<file path="src/rtl/zde_pkg.sv">
// zde_pkg: shared types, constants and the fibonacci weight table
// for the zeckendorf digit encoder; depends on nothing
package zde_pkg;

  localparam int NUM_FIBS = 43;
  localparam int VALUE_W  = 30;
  localparam int WEIGHT_W = 32;
  localparam int POS_W    = $clog2(NUM_FIBS);

  typedef logic [WEIGHT_W-1:0] weight_tbl_t [NUM_FIBS];

  // weights 1, 2, 3, 5, 8, ... built at elaboration
  function automatic weight_tbl_t build_weights();
    weight_tbl_t w;
    w[0] = WEIGHT_W'(1);
    w[1] = WEIGHT_W'(2);
    for (int k = 2; k < NUM_FIBS; k++) begin
      w[k] = w[k-1] + w[k-2];
    end
    return w;
  endfunction

  localparam weight_tbl_t WEIGHTS = build_weights();

  typedef enum logic [1:0] {
    ST_IDLE,
    ST_FIND,
    ST_RUN
  } ctl_state_t;

  typedef struct packed {
    logic load;
    logic find;
    logic emit_special;
    logic emit_digit;
  } zde_cmd_t;

  typedef struct packed {
    logic is_zero;
    logic is_big;
    logic pos_zero;
  } zde_status_t;

endpackage

</file>
<file path="src/rtl/zde_ctrl.sv">
// zde_ctrl: sequencing state machine and output valid flag
// depends on zde_pkg
module zde_ctrl import zde_pkg::*; (
  input  logic        clk,
  input  logic        rst_n,
  input  logic        in_valid,
  output logic        in_ready,
  output logic        out_valid,
  input  logic        out_ready,
  input  zde_status_t status,
  output zde_cmd_t    cmd
);

  ctl_state_t state_r, state_nxt;
  logic       out_valid_r, out_valid_nxt;
  logic       slot_free;
  logic       special;

  assign slot_free = !out_valid_r || out_ready;
  assign special   = status.is_zero || status.is_big;

  always_comb begin
    state_nxt = state_r;
    unique case (state_r)
      ST_IDLE: begin
        if (in_valid) state_nxt = ST_FIND;
      end
      ST_FIND: begin
        if (!special) state_nxt = ST_RUN;
        else if (slot_free) state_nxt = ST_IDLE;
      end
      ST_RUN: begin
        if (slot_free && status.pos_zero) state_nxt = ST_IDLE;
      end
      default: state_nxt = ST_IDLE;
    endcase
  end

  always_comb begin
    cmd      = '0;
    in_ready = 1'b0;
    unique case (state_r)
      ST_IDLE: begin
        in_ready = 1'b1;
        cmd.load = in_valid;
      end
      ST_FIND: begin
        cmd.find         = !special;
        cmd.emit_special = special && slot_free;
      end
      ST_RUN: begin
        cmd.emit_digit = slot_free;
      end
      default: ;
    endcase
  end

  always_comb begin
    out_valid_nxt = out_valid_r;
    if (cmd.emit_special || cmd.emit_digit) out_valid_nxt = 1'b1;
    else if (out_ready) out_valid_nxt = 1'b0;
  end

  always_ff @(posedge clk) begin
    if (!rst_n) begin
      state_r     <= ST_IDLE;
      out_valid_r <= 1'b0;
    end else begin
      state_r     <= state_nxt;
      out_valid_r <= out_valid_nxt;
    end
  end

  assign out_valid = out_valid_r;

endmodule

</file>
<file path="src/rtl/zde_datapath.sv">
// zde_datapath: remainder and position registers, top search, output word register
// depends on zde_pkg
module zde_datapath import zde_pkg::*; (
  input  logic               clk,
  input  logic [VALUE_W-1:0] in_value,
  input  zde_cmd_t           cmd,
  output zde_status_t        status,
  output logic               out_digit,
  output logic               out_last,
  output logic               out_empty_res,
  output logic               out_too_large
);

  logic [VALUE_W-1:0]  rem_r, rem_nxt;
  logic [POS_W-1:0]    pos_r, pos_nxt;
  logic [POS_W-1:0]    top;
  logic [WEIGHT_W-1:0] rem_ext;
  logic [WEIGHT_W-1:0] cur_w;
  logic [WEIGHT_W-1:0] diff;
  logic                ge_cur;
  logic digit_r, last_r, empty_r, big_r;

  assign rem_ext = WEIGHT_W'(rem_r);
  assign cur_w   = WEIGHTS[pos_r];
  assign ge_cur  = rem_ext >= cur_w;
  assign diff    = rem_ext - cur_w;

  // highest weight not above the remainder
  always_comb begin
    top = '0;
    for (int k = 0; k < NUM_FIBS; k++) begin
      if (rem_ext >= WEIGHTS[k]) top = POS_W'(k);
    end
  end

  assign status.is_zero  = (rem_r == '0);
  assign status.is_big   = rem_ext >= WEIGHTS[NUM_FIBS-1];
  assign status.pos_zero = (pos_r == '0);

  always_comb begin
    rem_nxt = rem_r;
    pos_nxt = pos_r;
    if (cmd.load) begin
      rem_nxt = in_value;
    end else if (cmd.find) begin
      pos_nxt = top;
    end else if (cmd.emit_digit) begin
      if (ge_cur) rem_nxt = diff[VALUE_W-1:0];
      pos_nxt = pos_r - POS_W'(1);
    end
  end

  always_ff @(posedge clk) begin
    rem_r <= rem_nxt;
    pos_r <= pos_nxt;
    if (cmd.emit_special) begin
      digit_r <= 1'b0;
      last_r  <= 1'b1;
      empty_r <= status.is_zero;
      big_r   <= !status.is_zero;
    end else if (cmd.emit_digit) begin
      digit_r <= ge_cur;
      last_r  <= status.pos_zero;
      empty_r <= 1'b0;
      big_r   <= 1'b0;
    end
  end

  assign out_digit     = digit_r;
  assign out_last      = last_r;
  assign out_empty_res = empty_r;
  assign out_too_large = big_r;

endmodule

</file>
<file path="src/rtl/zeckendorf_digit_encoder.sv">
// zeckendorf_digit_encoder: top level, joins controller and datapath
// depends on zde_pkg, zde_ctrl, zde_datapath
//
//  channel | ports                                          | dir
//  in      | in_valid, in_ready, in_value[29:0]             | in
//  out     | out_valid, out_ready, out_digit, out_last,     | out
//          | out_empty_res, out_too_large                   |
//
// a word is loaded, then the top-position search runs, then output words follow
// one per cycle while the output is not stalled; for zero or too-large input
// the search cycle writes the single output word
// the digit loop walks the position register down through the weight table
// synchronous active-low reset clears the state machine and output valid
// a stalled output holds the digit loop; a new input is taken once the last
// output word of the run is in the output register
module zeckendorf_digit_encoder import zde_pkg::*; (
  input  logic               clk,
  input  logic               rst_n,
  input  logic               in_valid,
  output logic               in_ready,
  input  logic [VALUE_W-1:0] in_value,
  output logic               out_valid,
  input  logic               out_ready,
  output logic               out_digit,
  output logic               out_last,
  output logic               out_empty_res,
  output logic               out_too_large
);

  zde_cmd_t    cmd;
  zde_status_t status;

  zde_ctrl u_ctrl (
    .clk       (clk),
    .rst_n     (rst_n),
    .in_valid  (in_valid),
    .in_ready  (in_ready),
    .out_valid (out_valid),
    .out_ready (out_ready),
    .status    (status),
    .cmd       (cmd)
  );

  zde_datapath u_dp (
    .clk           (clk),
    .in_value      (in_value),
    .cmd           (cmd),
    .status        (status),
    .out_digit     (out_digit),
    .out_last      (out_last),
    .out_empty_res (out_empty_res),
    .out_too_large (out_too_large)
  );

endmodule
</file>
<file path="config.mk">
export PLATFORM = sky130hd
export DESIGN_NAME = zeckendorf_digit_encoder
export DESIGN_NICKNAME = d
export VERILOG_FILES = /design/src/rtl/zde_pkg.sv /design/src/rtl/zde_ctrl.sv /design/src/rtl/zde_datapath.sv /design/src/rtl/zeckendorf_digit_encoder.sv
export SDC_FILE = /design/constraint.sdc
export NUM_CORES = 1
export LEC_CHECK = 0
export BUFFER_PORTS_ARGS = -buffer_cell sky130_fd_sc_hd__clkbuf_2
export CAP_MARGIN = 20
export CORE_MARGIN = 3
export CORE_UTILIZATION = 53
export DETAILED_ROUTE_END_ITERATION = 10
export PLACE_DENSITY_LB_ADDON = 0.25
export SYNTH_ARGS = -nofsm -noshare
export SYNTH_HDL_FRONTEND = slang
export SYNTH_SLANG_ARGS = --single-unit
</file>
<file path="constraint.sdc">
create_clock -name clk -period 11.65 [get_ports clk]
set_clock_uncertainty 0.05 [all_clocks]
set_input_delay 0 -clock clk [delete_from_list [all_inputs] [get_ports clk]]
set_output_delay 0 -clock clk [all_outputs]
set_load 0.005 [all_outputs]
</file>
Yosys cells after proc, flatten, opt, wreduce, memory -nomap -nowiden
Memory sizes are Yosys's and may differ from the RTL's.
Index checks and enable logic that the tools add are counted.
{"block": "word_totals", "inputBits": 34, "mem_bits_ro": 2048, "output_inout_bits": 6, "mem_count": 1, "register_bits": 43, "wordCells": 146}
{"memory": "(name not given)", "words": 64, "width": 32, "read_ports": 1, "rd_ports_with_merged_regs": 0, "wr": 0, "line": "zde_datapath.sv:24", "source": "assign cur_w = WEIGHTS[pos_r];"}
{"block": "classes", "n_addsub": 2, "n_bitwise": 2, "magnitude_cmp": 44, "reduce_logical": 19, "n_eq_ne": 6, "n_mux": 64}
{"cell": "$mux W30", "count": 4}
{"cell": "$mux W5", "count": 16}
{"cell": "$mux W6", "count": 13}
{"cell": "$mux W32", "count": 2}
{"cell": "$ge A30 B10 Y1 const B", "count": 2}
{"cell": "$ge A30 B13 Y1 const B", "count": 2}
{"cell": "$ge A30 B15 Y1 const B", "count": 2}
{"cell": "$ge A30 B17 Y1 const B", "count": 2}
{"cell": "$ge A30 B19 Y1 const B", "count": 2}
{"cell": "$ge A30 B2 Y1 const B", "count": 2}
{"cell": "$ge A30 B22 Y1 const B", "count": 2}
{"cell": "$ge A30 B24 Y1 const B", "count": 2}
{"cell": "$ge A30 B26 Y1 const B", "count": 2}
{"cell": "$ge A30 B28 Y1 const B", "count": 2}
{"cell": "$ge A30 B4 Y1 const B", "count": 2}
{"cell": "$ge A30 B6 Y1 const B", "count": 2}
{"cell": "$ge A30 B8 Y1 const B", "count": 2}
{"cell": "$ge A30 B32 Y1", "count": 1}
{"cell": "$mux W4", "count": 8}
{"cell": "$ge A30 B11 Y1 const B", "count": 1}
{"cell": "$ge A30 B12 Y1 const B", "count": 1}
{"cell": "$ge A30 B14 Y1 const B", "count": 1}
{"cell": "$ge A30 B16 Y1 const B", "count": 1}
{"cell": "$ge A30 B18 Y1 const B", "count": 1}
{"cell": "other kinds (34)", "count": 62}

Depth between registers and ports, before layout
{"block": "depth", "depth_word": 44, "ltp_mapped": 19, "ltp_nobuf": 18}

Hierarchy
Synthesis repeated with hierarchy kept, for this count alone.
{"block": "unflattened", "cells_unflattened": 941, "area_unflattened_um2": 6541.3}
{"mod": "zde_datapath", "seq_area_each_um2": 1181.1, "cells_per_inst": 920, "area_each_um2": 6371.1, "n_inst": 1}
{"mod": "zde_ctrl", "seq_area_each_um2": 60.1, "cells_per_inst": 21, "area_each_um2": 170.2, "n_inst": 1}

Worst setup path before layout
No wires, ideal clock.
{"block": "synth_path", "kind": "register to register", "start": "reg u_dp.pos_r[0]", "end": "reg u_dp.rem_r[0], enable pin", "n_path_buf": 2, "arrival_ns": 4.333, "setup_slack_ns": 6.803, "stages_incl_launch_ff": 20, "cell_sequence": "edfxtp_1 > clkbuf_1 > inv_1 > ha_1 > clkbuf_1 > nand2_1 > a21oi_1 > nor4_1 > a31oi_1 > ha_1 > inv_1 > fa_1 > a211oi_1 > o21ai_0 > a2111oi_0 > nor2_1 > o21ai_0 > a31oi_1 > o211ai_1 > nand2_1"}
{"block": "synth_via", "elab_chain_cells": 7}
{"item": "from (decl)", "line": "zde_datapath.sv:15", "source": "logic [POS_W-1:0] pos_r, pos_nxt;"}
{"item": "from (signal assigned)", "line": "zde_datapath.sv:55", "source": "pos_r <= pos_nxt;"}
{"item": "$not A6 Y7 (not written as such)", "line": "zde_datapath.sv:24"}
{"item": "$mem_v2 Z64 W32"}
{"item": "$mux W32 (not written as such) (2 in a row)", "line": "zde_datapath.sv:24"}
{"item": "$ge A30 B32 Y1", "line": "zde_datapath.sv:25", "source": "assign ge_cur = rem_ext >= cur_w;"}
{"item": "$reduce_bool A2 Y1 (no source line)"}
{"item": "$reduce_and A3 Y1 (no source line)"}
{"item": "to (signal assigned)", "line": "zde_datapath.sv:54", "source": "rem_r <= rem_nxt;"}
{"item": "to (decl)", "line": "zde_datapath.sv:14", "source": "logic [VALUE_W-1:0] rem_r, rem_nxt;"}
No other way between the ends. The select of a mux whose other input is x is not followed.
A chain may end at the register's enable or synchronous reset.

Worst setup path after layout
{"block": "layout_path", "start": "reg u_dp.pos_r[1]", "end": "reg u_dp.rem_r[7], enable pin"}
Same word-level chain as after synthesis.

==> metrics.txt <==
I/O pins=40; Worst EP arrival=5480 ps; Chip Height=120.5 microns; # rows=41; Syn. warnings=0; sequential share of the synthesized area=17.85%; Detail Route Antenna Nets=0; fraction of layout cells with a size suffix above 1=7.968%; fin crit share=47.21%; Clock Root Buffer=clkbuf_16; Synth cell types=73; number of global-route vias before repair=7395; Clk Latency, worst-skew pair=300 ps; maximum VDD drop=0.2723 mV; final worst path period need=5500 ps; gr usage total=34.77%; Detailed Place HPWL=18420 microns; Max H-tree Level=2; Fill cells=1216; failing checks=hold timing; global-route wire length before repair=40160 microns; n_diodes=0; Max Freq=181.8 MHz; post-CTS sizing=0; Least-Margin Pin Slew=1090 ps; DR vias=8256; Leakage=2.696 nW; area delta synth->final=8.639%; status=finished with violations; global route overflow=0; RSZ-0062 raised after global routing=no; Req. time, crit path=11630 ps; Buffers on Ports=39; Nets=1074; main flop type after synthesis=edfxtp_1; post-CTS repair timing setup buffer count=0; Die X=120.5 microns; # DRC=0; Final Setup Violations=0; critical path fanouts, max=20; Slew Viols, Final=0; Final TNS setup=0 ps; routability cong.=1.026; count of state elements after synthesis=43; Max clock buf depth=2; area of the multi-input gates=5313 sq um; CTS sink cnt=43; Max-Cap Viols=0; Setup CP Type=register to register; CTS tree=done; CP Launch Type=register; Relative slew margins=27.18%; Async SR Flop Fraction=0%; Mapped Area=6952 sq um; Crit. End Element=register; initial antenna violation count=0; WL final=25830 microns; Mapped Cells=996; Sequential Area=1241 sq um; total CTS buffers=5; largest net degree at the start of global routing=63; Avg Cell Area, Syn=6.980 sq um; DRT Pass-1 Iters=6; core region area=12720 sq um; DR WL/cell=21.96 microns; WHS=-9.721 ps; die area=14530 sq um; DR iter-0 viols=1377; CTS clk-pin slew, worst paths=60 ps; pwr/cell area=280.0 nW/um^2; vias per cell=7.020; Initial Util=54.64%; Fin. Hold Viols=2; Net Count, Synth=1067; EDFF count, synth=38; hold crit path type=primary input to register; CTS Hold Bufs=27
## cell usage in the layout (no fill, tap or decap), types with 10 or more instances in the layout
cell type	Yosys	final
nor2b_1	18	18
or3_1	11	11
o21ai_0	83	83
dlygate4sd3_1	0	27
o31ai_1	16	16
clkbuf_2	0	39
buf_4	0	11
nor4_1	16	16
xor2_1	13	13
o21a_1	14	14
o211ai_1	16	16
a211oi_1	24	24
nand2b_1	15	15
nor2_1	87	87
or2_2	10	10
ha_1	36	36
nand4_1	18	18
and2_1	15	15
a21o_1	16	16
o21bai_1	10	10
a31oi_1	19	19
nand3_1	33	33
nor3_1	37	37
xnor2_1	11	11
nand2_1	112	112
a21oi_1	79	79
edfxtp_1	38	38
inv_1	24	24
## synth_stat cells, types with 18 or more instances
cell type / number / area share, %
clkbuf_1: 69 / 3.7
a31oi_1: 19 / 1.7
a211oi_1: 24 / 2.6
edfxtp_1: 38 / 16
nor3_1: 37 / 2.7
nor2b_1: 18 / 1.6
nand3_1: 33 / 2.4
o21ai_0: 83 / 6.0
nand4_1: 18 / 1.6
ha_1: 36 / 6.5
a21oi_1: 79 / 5.7
inv_1: 24 / 1.3
nand2_1: 112 / 6.0
nor2_1: 87 / 4.7
## worst max-delay path, cell delays in order, from the launching register on
cell       delay [ps]
edfxtp_1          720
inv_1             210
ha_1              430
or2_2             370
a21oi_1           150
nor4_1             70
a31oi_1           160
ha_1              190
inv_1              50
fa_1              410
a211oi_1          340
o21ai_0           190
a2111oi_0         480
nor2_1            130
o21ai_0           230
a31oi_1           160
o211ai_1          190
nand2_1           320
buf_4             360
## final timing paths
| path | startpoint | endpoint | slack, ps | depth (start not counted) |
|---|---|---|---|---|
| worst max-delay path | u_dp.pos_r[1]$_DFFE_PP_ | u_dp.rem_r[7]$_DFFE_PP_ | 6150 | 18 |
| worst min-delay path | in_value[25] | u_dp.rem_r[25]$_DFFE_PP_ | -10 | 3 |
| worst min register to register | u_ctrl.state_r[1]$_SDFFE_PN0P_ | u_ctrl.state_r[0]$_SDFFE_PN0P_ | 440 | 1 |
| worst max register to register | u_dp.pos_r[1]$_DFFE_PP_ | u_dp.rem_r[7]$_DFFE_PP_ | 6150 | 18 |
## flip-flops by register name (all words and copies together) (netlist names)
register,flops
u_dp.rem_r,30
u_ctrl.state_r,2
u_dp.out_too_large,1
u_dp.out_digit,1
u_dp.out_empty_res,1
u_dp.out_last,1
u_ctrl.out_valid,1
u_dp.pos_r,6
## layout make-up
cell class,count,share of cell area [%]
Multi-Input combinational cell,851,70.34
Sequential cell,43,16.43
Timing Repair Buffer,77,7.256
Tap cell,172,2.850
Clock buffer,6,1.706
Inverter,25,1.243
Clock inverter,2,0.1657
## metrics by stage
step / area, sq um / total power, mW / util, % / setup WS (ps) / instances
2_1_floorplan: 6952 / 1.509 / - / 6803 / 996
3_3_place_gp: 7141 / 1.908 / 56.13 / 6362 / 1141
3_5_place_dp: 7141 / 1.899 / 56.13 / 6275 / 1141
4_1_cts: 7552 / 2.056 / 59.36 / 6218 / 1176
5_1_grt: 7552 / 2.262 / 59.36 / 5594 / 1176
6_report: 7552 / 2.115 / 59.36 / 6150 / 1176
## report_power, final
group | internal, mW | switching [mW] | leakage [nW] | total [mW]
Clock | 0.0792 | 0.0620 | 0.0669 | 0.141
Sequential | 0.270 | 0.245 | 0.406 | 0.515
Combinational | 0.566 | 0.893 | 2.22 | 1.46
## routing by layer
layer | global-route usage, % | vias up | wire (microns) | share of wire, %
met5 | 0 | - | 0 | 0
met4 | 19.41 | 0 | 1705 | 6.6
met3 | 5.285 | 132 | 2601 | 10
met2 | 53.27 | 581 | 11110 | 43
met1 | 46.83 | 3719 | 10410 | 40
li1 | - | 3824 | - | -
## kinds of logic (layout without fill, tap and decap cells)
| family | Yosys count | count (layout) | synth area share (%) |
|---|---|---|---|
| adder cells (fa/ha/maj) | 37 | 37 | 6.767 |
| multiplexers | 5 | 5 | 0.7200 |
| AND/OR/NAND/NOR | 426 | 426 | 31.64 |
| flip-flops | 43 | 43 | 17.85 |
| XOR/XNOR | 24 | 24 | 3.024 |
| AO/OA/AOI/OAI | 359 | 359 | 34.27 |
| buffers and inverters | 102 | 110 | 5.724 |
Power figures use the tool's default switching activity.
